File: src/rtl/core/command_stream_validator_assert.svh
// Assertion helpers for the command stream validator.
// Build with NO_ASSERTIONS defined to drop every check.
`ifndef COMMAND_STREAM_VALIDATOR_ASSERT_SVH
`define COMMAND_STREAM_VALIDATOR_ASSERT_SVH

`ifndef NO_ASSERTIONS

// Combinational or implication property, sampled on the rising clock edge.
`define CSV_ASSERT(lbl, clk, rst_n, prop, msg) \
    lbl: assert property (@(posedge clk) disable iff (!rst_n) (prop)) else $error(msg);

// Condition in one cycle implies a condition in the next cycle.
`define CSV_ASSERT_NEXT(lbl, clk, rst_n, pre, post, msg) \
    lbl: assert property (@(posedge clk) disable iff (!rst_n) (pre) |=> (post)) else $error(msg);

`else

`define CSV_ASSERT(lbl, clk, rst_n, prop, msg)
`define CSV_ASSERT_NEXT(lbl, clk, rst_n, pre, post, msg)

`endif

`endif

File: src/rtl/core/csv_pkg.sv
package csv_pkg;

    localparam int HEADER_WORDS = 8;
    localparam int RELOC_WORDS  = 4;

    localparam int WORD_W      = 32;
    localparam int LB_W        = 3;
    localparam int RELOC_CNT_W = 12;
    localparam int BATCH_W     = 20;
    // Largest position that can still be in range: 8 + 4*4095 + 1048575 - 1.
    localparam int POS_W       = 21;
    localparam int REL_END_W   = 15;
    localparam int HDR_IDX_W   = $clog2(HEADER_WORDS);
    localparam int RELOC_IDX_W = $clog2(RELOC_WORDS);

    localparam int CFG_DATA_W = 32;
    localparam int CFG_ADDR_W = 5;
    localparam int REG_IDX_W  = 3;

    localparam int OUT_DATA_W = 64;

    localparam logic [LB_W-1:0] FULL_WORD_BYTES = LB_W'(4);

    localparam logic [WORD_W-1:0]      RST_MAGIC      = 32'd0;
    localparam logic [WORD_W-1:0]      RST_VERSION    = 32'd1;
    localparam logic [WORD_W-1:0]      RST_RENDER_ID  = 32'd0;
    localparam logic [WORD_W-1:0]      RST_COPY_ID    = 32'd1;
    localparam logic [RELOC_CNT_W-1:0] RST_MAX_RELOCS = 12'd64;
    localparam logic [BATCH_W-1:0]     RST_MAX_BATCH  = 20'd16384;
    localparam logic [WORD_W-1:0]      RST_END_WORD   = 32'd83886080;

    typedef enum logic [REG_IDX_W-1:0] {
        REG_MAGIC      = 3'd0,
        REG_VERSION    = 3'd1,
        REG_RENDER_ID  = 3'd2,
        REG_COPY_ID    = 3'd3,
        REG_MAX_RELOCS = 3'd4,
        REG_MAX_BATCH  = 3'd5,
        REG_END_WORD   = 3'd6
    } t_reg_idx;

    typedef enum logic [HDR_IDX_W-1:0] {
        HDR_MAGIC   = 3'd0,
        HDR_VERSION = 3'd1,
        HDR_ENGINE  = 3'd2,
        HDR_RELOCS  = 3'd3,
        HDR_BATCH   = 3'd4
    } t_hdr_pos;

    typedef enum logic [RELOC_IDX_W-1:0] {
        RELOC_OFFSET   = 2'd0,
        RELOC_RESERVED = 2'd1
    } t_reloc_pos;

    typedef struct packed {
        logic [WORD_W-1:0]      magic;
        logic [WORD_W-1:0]      version;
        logic [WORD_W-1:0]      render_id;
        logic [WORD_W-1:0]      copy_id;
        logic [RELOC_CNT_W-1:0] max_relocs;
        logic [BATCH_W-1:0]     max_batch;
        logic [WORD_W-1:0]      end_word;
    } t_cfg;

    typedef struct packed {
        logic                   status;
        logic [WORD_W-1:0]      engine_word;
        logic [RELOC_CNT_W-1:0] reloc_count;
        logic [BATCH_W-1:0]     batch_words;
    } t_verdict;

endpackage

File: src/rtl/core/csv_check.sv
module csv_check (
    input  logic                       i_clk,
    input  logic                       i_rst_n,
    input  logic                       i_fire,
    input  logic [csv_pkg::WORD_W-1:0] i_word,
    input  logic                       i_last,
    input  logic [csv_pkg::LB_W-1:0]   i_last_bytes,
    input  csv_pkg::t_cfg              i_cfg,
    output csv_pkg::t_verdict          o_verdict
);

    localparam int POS_W = csv_pkg::POS_W;

    logic [POS_W-1:0]                r_pos,      n_pos;
    logic                            r_reject,   n_reject;
    logic [csv_pkg::WORD_W-1:0]      r_engine,   n_engine;
    logic [csv_pkg::RELOC_CNT_W-1:0] r_reloc,    n_reloc;
    logic                            r_reloc_big, n_reloc_big;
    logic [csv_pkg::BATCH_W-1:0]     r_batch,    n_batch;
    logic [csv_pkg::REL_END_W-1:0]   r_rel_end,  n_rel_end;
    logic [POS_W-1:0]                r_last_pos, n_last_pos;

    logic                              in_header;
    logic [csv_pkg::RELOC_IDX_W-1:0]   reloc_k;
    logic                              ok;

    assign in_header = r_pos < POS_W'(csv_pkg::HEADER_WORDS);
    assign reloc_k   = csv_pkg::RELOC_IDX_W'(r_pos - POS_W'(csv_pkg::HEADER_WORDS));

    always_comb begin
        n_reject    = r_reject;
        n_engine    = r_engine;
        n_reloc     = r_reloc;
        n_reloc_big = r_reloc_big;
        n_batch     = r_batch;
        n_rel_end   = r_rel_end;
        n_last_pos  = r_last_pos;

        if (!r_reject) begin
            if (in_header) begin
                unique case (csv_pkg::t_hdr_pos'(r_pos[csv_pkg::HDR_IDX_W-1:0]))
                    csv_pkg::HDR_MAGIC: begin
                        if (i_word != i_cfg.magic) n_reject = 1'b1;
                    end
                    csv_pkg::HDR_VERSION: begin
                        if (i_word != i_cfg.version) n_reject = 1'b1;
                    end
                    csv_pkg::HDR_ENGINE: begin
                        n_engine = i_word;
                        if (i_word != i_cfg.render_id && i_word != i_cfg.copy_id)
                            n_reject = 1'b1;
                    end
                    csv_pkg::HDR_RELOCS: begin
                        n_reloc     = i_word[csv_pkg::RELOC_CNT_W-1:0];
                        n_reloc_big = |i_word[csv_pkg::WORD_W-1:csv_pkg::RELOC_CNT_W];
                        n_rel_end   = csv_pkg::REL_END_W'(csv_pkg::HEADER_WORDS)
                            + csv_pkg::REL_END_W'(csv_pkg::RELOC_WORDS)
                            * csv_pkg::REL_END_W'(i_word[csv_pkg::RELOC_CNT_W-1:0]);
                    end
                    csv_pkg::HDR_BATCH: begin
                        n_batch    = i_word[csv_pkg::BATCH_W-1:0];
                        n_last_pos = POS_W'(r_rel_end)
                            + POS_W'(i_word[csv_pkg::BATCH_W-1:0]) - POS_W'(1);
                        if (r_reloc_big || r_reloc > i_cfg.max_relocs) n_reject = 1'b1;
                        if (i_word == '0
                            || (|i_word[csv_pkg::WORD_W-1:csv_pkg::BATCH_W])
                            || i_word[csv_pkg::BATCH_W-1:0] > i_cfg.max_batch)
                            n_reject = 1'b1;
                    end
                    default: begin
                        // flags and reserved words
                        if (i_word != '0) n_reject = 1'b1;
                    end
                endcase
            end else if (r_pos < POS_W'(r_rel_end)) begin
                if (reloc_k == csv_pkg::RELOC_OFFSET) begin
                    // offset + 1 must stay below the batch length, no wrap
                    if ((|i_word[csv_pkg::WORD_W-1:csv_pkg::BATCH_W])
                        || i_word[csv_pkg::BATCH_W-1:0] >= r_batch - csv_pkg::BATCH_W'(1))
                        n_reject = 1'b1;
                end else if (reloc_k == csv_pkg::RELOC_RESERVED) begin
                    if (i_word != '0) n_reject = 1'b1;
                end
            end else if (r_pos <= r_last_pos) begin
                if (r_pos == r_last_pos && i_word != i_cfg.end_word) n_reject = 1'b1;
            end else begin
                n_reject = 1'b1;
            end
        end

        if (i_last) begin
            n_pos = '0;
        end else if (r_pos != '1) begin
            n_pos = r_pos + POS_W'(1);
        end else begin
            n_pos = r_pos;
        end
    end

    assign ok = !n_reject && !in_header && i_last_bytes == csv_pkg::FULL_WORD_BYTES
        && r_pos == r_last_pos;

    always_comb begin
        o_verdict.status      = !ok;
        o_verdict.engine_word = ok ? r_engine : '0;
        o_verdict.reloc_count = ok ? r_reloc  : '0;
        o_verdict.batch_words = ok ? r_batch  : '0;
    end

    always_ff @(posedge i_clk) begin
        if (!i_rst_n) begin
            r_pos    <= '0;
            r_reject <= 1'b0;
        end else if (i_fire) begin
            r_pos    <= n_pos;
            r_reject <= i_last ? 1'b0 : n_reject;
        end
    end

    always_ff @(posedge i_clk) begin
        if (i_fire) begin
            r_engine    <= n_engine;
            r_reloc     <= n_reloc;
            r_reloc_big <= n_reloc_big;
            r_batch     <= n_batch;
            r_rel_end   <= n_rel_end;
            r_last_pos  <= n_last_pos;
        end
    end

endmodule

File: src/rtl/core/command_stream_validator.sv
// Channel   Dir  Handshake               Payload
// s_axis    in   tvalid/tready           tdata data_word, tlast last, tuser last_bytes
// m_axis    out  tvalid/tready           tdata engine/reloc/batch, tuser status
// apb       in   psel/penable/pwrite     pwdata register value, prdata readback
//
// One stream word per cycle while no last word waits on a full output register; a
// word is held in the input register, the header and body checks run between it and
// the stream state, and a verdict is registered as its last word leaves the input register.
// Reset (i_rst_n low, synchronous) restores register defaults and clears the
// stream position and reject flag. A stalled output holds only last words
// back; other words keep flowing while a verdict waits.
module command_stream_validator (
    input  logic                           i_clk,
    input  logic                           i_rst_n,

    input  logic                           s_axis_tvalid,
    output logic                           s_axis_tready,
    input  logic [csv_pkg::WORD_W-1:0]     s_axis_tdata,   // [31:0] data_word
    input  logic                           s_axis_tlast,   // last
    input  logic [csv_pkg::LB_W-1:0]       s_axis_tuser,   // [2:0] last_bytes

    output logic                           m_axis_tvalid,
    input  logic                           m_axis_tready,
    // [31:0] engine_word, [43:32] reloc_count, [63:44] batch_words
    output logic [csv_pkg::OUT_DATA_W-1:0] m_axis_tdata,
    output logic                           m_axis_tuser,   // [0] status

    input  logic                           psel,
    input  logic                           penable,
    input  logic                           pwrite,
    input  logic [csv_pkg::CFG_ADDR_W-1:0] paddr,
    input  logic [csv_pkg::CFG_DATA_W-1:0] pwdata,
    output logic [csv_pkg::CFG_DATA_W-1:0] prdata,
    output logic                           pready
);

    `include "command_stream_validator_assert.svh"

    csv_pkg::t_cfg     r_cfg;
    csv_pkg::t_verdict verdict;
    csv_pkg::t_reg_idx reg_idx;

    logic                       r_in_valid;
    logic [csv_pkg::WORD_W-1:0] r_in_word;
    logic                       r_in_last;
    logic [csv_pkg::LB_W-1:0]   r_in_lb;
    logic                       advance;

    logic                           r_out_valid;
    logic                           r_out_status;
    logic [csv_pkg::OUT_DATA_W-1:0] r_out_data;

    assign pready  = 1'b1;
    assign reg_idx = csv_pkg::t_reg_idx'(paddr[csv_pkg::CFG_ADDR_W-1:2]);

    always_ff @(posedge i_clk) begin
        if (!i_rst_n) begin
            r_cfg.magic      <= csv_pkg::RST_MAGIC;
            r_cfg.version    <= csv_pkg::RST_VERSION;
            r_cfg.render_id  <= csv_pkg::RST_RENDER_ID;
            r_cfg.copy_id    <= csv_pkg::RST_COPY_ID;
            r_cfg.max_relocs <= csv_pkg::RST_MAX_RELOCS;
            r_cfg.max_batch  <= csv_pkg::RST_MAX_BATCH;
            r_cfg.end_word   <= csv_pkg::RST_END_WORD;
        end else if (psel && penable && pwrite && pready) begin
            unique case (reg_idx)
                csv_pkg::REG_MAGIC:      r_cfg.magic      <= pwdata;
                csv_pkg::REG_VERSION:    r_cfg.version    <= pwdata;
                csv_pkg::REG_RENDER_ID:  r_cfg.render_id  <= pwdata;
                csv_pkg::REG_COPY_ID:    r_cfg.copy_id    <= pwdata;
                csv_pkg::REG_MAX_RELOCS: r_cfg.max_relocs <= pwdata[csv_pkg::RELOC_CNT_W-1:0];
                csv_pkg::REG_MAX_BATCH:  r_cfg.max_batch  <= pwdata[csv_pkg::BATCH_W-1:0];
                csv_pkg::REG_END_WORD:   r_cfg.end_word   <= pwdata;
                default: ;
            endcase
        end
    end

    always_comb begin
        unique case (reg_idx)
            csv_pkg::REG_MAGIC:      prdata = r_cfg.magic;
            csv_pkg::REG_VERSION:    prdata = r_cfg.version;
            csv_pkg::REG_RENDER_ID:  prdata = r_cfg.render_id;
            csv_pkg::REG_COPY_ID:    prdata = r_cfg.copy_id;
            csv_pkg::REG_MAX_RELOCS: prdata = csv_pkg::CFG_DATA_W'(r_cfg.max_relocs);
            csv_pkg::REG_MAX_BATCH:  prdata = csv_pkg::CFG_DATA_W'(r_cfg.max_batch);
            csv_pkg::REG_END_WORD:   prdata = r_cfg.end_word;
            default:                 prdata = '0;
        endcase
    end

    // Only a last word needs room in the output register.
    assign advance       = r_in_valid && (!r_in_last || !r_out_valid || m_axis_tready);
    assign s_axis_tready = !r_in_valid || advance;

    always_ff @(posedge i_clk) begin
        if (!i_rst_n) begin
            r_in_valid <= 1'b0;
        end else if (s_axis_tready) begin
            r_in_valid <= s_axis_tvalid;
        end
    end

    always_ff @(posedge i_clk) begin
        if (s_axis_tvalid && s_axis_tready) begin
            r_in_word <= s_axis_tdata;
            r_in_last <= s_axis_tlast;
            r_in_lb   <= s_axis_tuser;
        end
    end

    csv_check u_check (
        .i_clk        (i_clk),
        .i_rst_n      (i_rst_n),
        .i_fire       (advance),
        .i_word       (r_in_word),
        .i_last       (r_in_last),
        .i_last_bytes (r_in_lb),
        .i_cfg        (r_cfg),
        .o_verdict    (verdict)
    );

    always_ff @(posedge i_clk) begin
        if (!i_rst_n) begin
            r_out_valid <= 1'b0;
        end else if (advance && r_in_last) begin
            r_out_valid <= 1'b1;
        end else if (m_axis_tready) begin
            r_out_valid <= 1'b0;
        end
    end

    always_ff @(posedge i_clk) begin
        if (advance && r_in_last) begin
            r_out_status <= verdict.status;
            r_out_data   <= {verdict.batch_words, verdict.reloc_count, verdict.engine_word};
        end
    end

    assign m_axis_tvalid = r_out_valid;
    assign m_axis_tdata  = r_out_data;
    assign m_axis_tuser  = r_out_status;

    `CSV_ASSERT(a_reject_zero_payload, i_clk, i_rst_n, r_out_valid && r_out_status |-> r_out_data == '0, "reject verdict carries nonzero payload")
    `CSV_ASSERT(a_accept_in_bounds, i_clk, i_rst_n, r_out_valid && !r_out_status |-> r_out_data[43:32] <= r_cfg.max_relocs && r_out_data[63:44] != '0 && r_out_data[63:44] <= r_cfg.max_batch, "accepted verdict outside configured bounds")
    `CSV_ASSERT_NEXT(a_last_gives_verdict, i_clk, i_rst_n, advance && r_in_last, r_out_valid, "last word did not produce a verdict")
    `CSV_ASSERT_NEXT(a_held_word_kept, i_clk, i_rst_n, r_in_valid && !advance, r_in_valid && r_in_last, "stalled stream word lost")

endmodule
File: config.mk
export PLATFORM = sky130hd
export DESIGN_NAME = command_stream_validator
export DESIGN_NICKNAME = d
export VERILOG_FILES = /design/src/rtl/core/csv_pkg.sv /design/src/rtl/core/csv_check.sv /design/src/rtl/core/command_stream_validator.sv
export VERILOG_INCLUDE_DIRS = /design/src /design/src/rtl/core
export SDC_FILE = /design/constraint.sdc
export NUM_CORES = 1
export LEC_CHECK = 0
export ABC_CLOCK_PERIOD_IN_PS = 4300
export BUFFER_PORTS_ARGS = -buffer_cell sky130_fd_sc_hd__buf_2
export CELL_PAD_IN_SITES_DETAIL_PLACEMENT = 1
export CELL_PAD_IN_SITES_GLOBAL_PLACEMENT = 1
export CORE_MARGIN = 2
export CORE_UTILIZATION = 48
export DETAILED_ROUTE_END_ITERATION = 8
export PLACE_DENSITY_LB_ADDON = 0.1
export SYNTH_ARGS = -nofsm -noshare
export SYNTH_HDL_FRONTEND = slang
export SYNTH_SLANG_ARGS = --single-unit
File: constraint.sdc
create_clock -name i_clk -period 4.3 [get_ports i_clk]
set_clock_uncertainty 0.1 [all_clocks]
set_input_delay 0.43 -clock i_clk [delete_from_list [all_inputs] [get_ports i_clk]]
set_output_delay 0.43 -clock i_clk [all_outputs]
set_load 0.05 [all_outputs]
==> run_results.csv <==
group,metric,value,unit
status,status,"finished, final reports clean",
cts,cts_setup_buffers,0,
logic_synthesis,yosysTopAreaCell,"edfxtp_1",
detailed_routing,drt-wirelength-per-cell,28.6,um
logic_synthesis,synth-main-ff-cell,"dfxtp_1",
layout,diodes,0,
grt,grt_pass1_vias,19300,
detailed_routing,drt_drc_violations_left,0,
floorplan,io_pins,180,
timing,finalCriticalPeriod,4.29,ns
timing,layout_setup_ws,0.0115,ns
timing,rsz0062_at_grt,"true",
logic_synthesis,netlist_top_cells_area,"edfxtp_1, dfxtp_1, nand2_1",
setup_path,path_class,"reg -> reg",
pwr,p_leak,9.97,nW
detailed_routing,vias,19000,
logic_synthesis,synth_seq_cells,415,
placed_design,preCtsSetupSlack,-0.0590,ns
placed_design,place_hpwl,61400,um
layout,register_area,10300,um2
layout,drive_above_1_share,18.0,%
pwr,max-vdd-ir-drop,0.352,mV
layout,fill_cells,5054,
grt,antenna_found_initial,1,
setup_path,worstPathArrival,4.58,ns
detailed_routing,first_pass_iters,5,
layout,final_cells,3102,
logic_synthesis,syn-instance-count,2256,
logic_synthesis,yosysUniqueCellTypes,71,
grt,grt_max_degree,101,
logic_synthesis,synth.avg_cell_area,9.93,um2
cts,clkLatencyLatePin,0.61,ns
timing,finalCritPeriodShare,99.7,%
setup_path,cp_max_fo,18,
cts,cts_buffers,47,
timing,fmax,0.233,GHz
cts,tritoncts,"yes",
floorplan,dieArea,48400,um2
floorplan,initial_utilization,48.4,%
hold_path,hp-class,"in -> reg",
timing,finalHoldViolCount,0,
floorplan,die-height,220,um
timing,relSlewSlack,11.9,%
floorplan,core-area,46300,um2
pwr,p_sw,2.47,mW
logic_synthesis,ys_seq_area_share,46.0,%
logic_synthesis,yosys_warnings,0,
detailed_routing,drt-vias-per-instance,6.11,
cts,clock-sinks,415,
detailed_routing,drtAntennaViolNets,0,
layout,finalNetCount,2666,
detailed_routing,drt_wl_total,88900,um
logic_synthesis,syn_nets,2464,
detailed_routing,initialDrtViolationCount,1420,
logic_synthesis,syn_area,22400,um2
flow_run,drv_cap,0,
pwr,p_comb_share,9.3,%
pwr,p_per_area,362,nW/um2
timing,setup_viol,0,
pwr,power,9.63,mW
layout,multi_input_area,11400,um2
cts,clock_path_buffers,3,
logic_synthesis,yosysTopAreaCellShare,26.7,%
setup_path,critPathCaptureType,"flip-flop",
timing,setup_tns,0,ns
pwr,power.share.switching,25.6,%
placed_design,port_buffers,176,
cts,htreeDepth,2,
pwr,p_clk_share,46.1,%
pwr,sequentialPowerShare,44.6,%
setup_path,startpoint_type,"flip-flop",
placed_design,gp_congestion,0.960,
placed_design,dp_cells,2978,
logic_synthesis,synth_edf_count,199,
grt,overflow,0,
timing,worst_pin_slew,1.32,ns
cts,cts.clk_slew.worst_paths,0.07,ns
grt,grt_pass1_wl,126000,um
grt,track_usage,35.6,%
pwr,p_int,7.16,mW
logic_synthesis,async_reset_ff_share,0,%
timing,final_max_slew_viol_count,0,
floorplan,die_x,220,um
layout,area.growth.synth_to_final,18.7,%
floorplan,rows,79,
setup_path,crit_required,4.59,ns
cts,cts_root_buf,"clkbuf_16",
[repair_timing]
| item | in CTS | in global routing |
|---|---|---|
| resized for setup | 8 | 51 |
| hold buffers | 36 | 0 |
| endpoints found under the hold margin | 36 | 0 |
| setup endpoints to repair | 22 | 65 |
| gates cloned | 0 | 2 |
| pin swaps | 1 | 4 |
[per-layer routing]
| metal | up-vias | track usage, % | share of wire, % | wire length [um] |
|---|---|---|---|---|
| met5 | - | 0 | 0 | 0 |
| met4 | 0 | 16.4 | 4.8 | 4290 |
| met3 | 217 | 5.98 | 6.6 | 5880 |
| met2 | 777 | 59.3 | 48 | 42400 |
| met1 | 9638 | 45.0 | 41 | 36300 |
| li1 | 8332 | - | - | - |
[sequential cells by signal (all words and copies together) (netlist names)]
name,cells
r_in_last,1
u_check.r_pos,21
r_in_valid,1
r_in_word,32
m_axis_tdata,64
m_axis_tuser,1
r_in_lb,3
u_check.r_reject,1
u_check.r_rel_end,12
u_check.r_batch,20
u_check.r_reloc_big,1
u_check.r_reloc,12
r_cfg,192
u_check.r_engine,32
m_axis_tvalid,1
u_check.r_last_pos,21
[synthesized netlist by cell type, drive strengths merged (4+ instances only)]
master and instances:
o21a 4, nor2b 20, o21ai 27, xor2 65, a21o 17, buf 22
a22o 12, nor2 88, nand2b 9, nand4 41, mux4 25, or4 6
or3 4, and4 5, a211oi 8, ha 127, clkbuf 121, a21oi 53
a221oi 18, nand3 31, nor4 34, inv 143, a21boi 191, o221ai 5
dfxtp 216, o22ai 9, o211a 5, edfxtp 199, and3 15, nor3 25
and2 12, nand2 432, nor4b 62, o211ai 14, or2 6, o21bai 5
a2bb2oi 4, mux2i 22, xnor2 115, a31oi 4
[metrics by stage]
step / util, % / hold WS, ns / instance area (um2)
finish: 57.5 / 0.0369 / 26600
global route: 57.5 / 0.0427 / 26600
CTS: 56.6 / 0.0209 / 26200
detailed placement: 52.2 / 0.379 / 24100
global placement: 52.2 / 0.368 / 24100
floorplan: - / 0.321 / 22400
[layout by cell type, fill, tap and decap left out, types with 20 or more instances in the layout]
cell	instances
clkbuf_16	49
nand4_1	41
dfxtp_1	216
dlygate4sd3_1	36
xnor2_1	115
o21ai_0	27
buf_2	175
nor2_1	87
mux2i_1	22
edfxtp_1	199
buf_4	79
nor2b_1	20
nor3_1	23
a21oi_1	51
nand2_1	431
ha_1	126
nor4_1	26
mux4_2	25
nand3_1	30
inv_1	142
nor4b_2	43
xor2_1	65
a21boi_0	191
[power groups by stage]
stage          Combinational, mW  Sequential, mW  Clock (mW)
6_report                   0.897            4.29        4.44
5_1_grt                    0.943            4.29        4.60
4_1_cts                    0.867            4.29        4.43
3_5_place_dp               0.830            4.37           0
3_3_place_gp               0.815            4.37           0
2_1_floorplan              0.465            4.37           0
[cells by family (layout without fill, tap and decap cells)]
group,after synthesis,after routing,share of synthesized area [%]
AO/OA/AOI/OAI,404,404,13.0
XOR/XNOR,180,180,7.04
adder cells (fa/ha/maj),128,128,7.19
buffers and inverters,286,525,5.05
flip-flops,415,415,46.0
multiplexers,50,50,3.65
other,1,1,0.0167
AND/OR/NAND/NOR,792,792,18.0
[worst max-delay path: stages (launching register included)]
cell,delay [ns]
edfxtp_1,0.48
nor4_4,0.36
nand2_1,0.17
or2_1,0.32
or4_4,0.54
nor4_4,0.19
xnor2_1,0.16
ha_1,0.26
nor2b_1,0.14
o21ai_0,0.14
o211a_1,0.18
a2bb2oi_1,0.07
mux2_4,0.37
buf_12,0.20
nor4b_4,0.37
[final timing paths]
path | start | to | slack (ns) | depth (start not counted)
max | u_check.r_batch[2] | m_axis_tdata[18] | 0.01 | 14
min reg2reg | r_cfg[44] | r_cfg[44] | 0.39 | 2
min | pwdata[29] | r_cfg[125] | 0.04 | 3
max reg2reg | u_check.r_batch[2] | m_axis_tdata[18] | 0.01 | 14
[cell type report]
class,instances,area share (%)
timing repair buffer,296,7.32
inverter,143,2.02
multi-input combinational,1555,42.8
clock inverter,20,1.21
sequential,415,38.7
clock buffer,66,5.04
tap,607,2.86
Note: power is estimated with default switching activity, not from simulation.
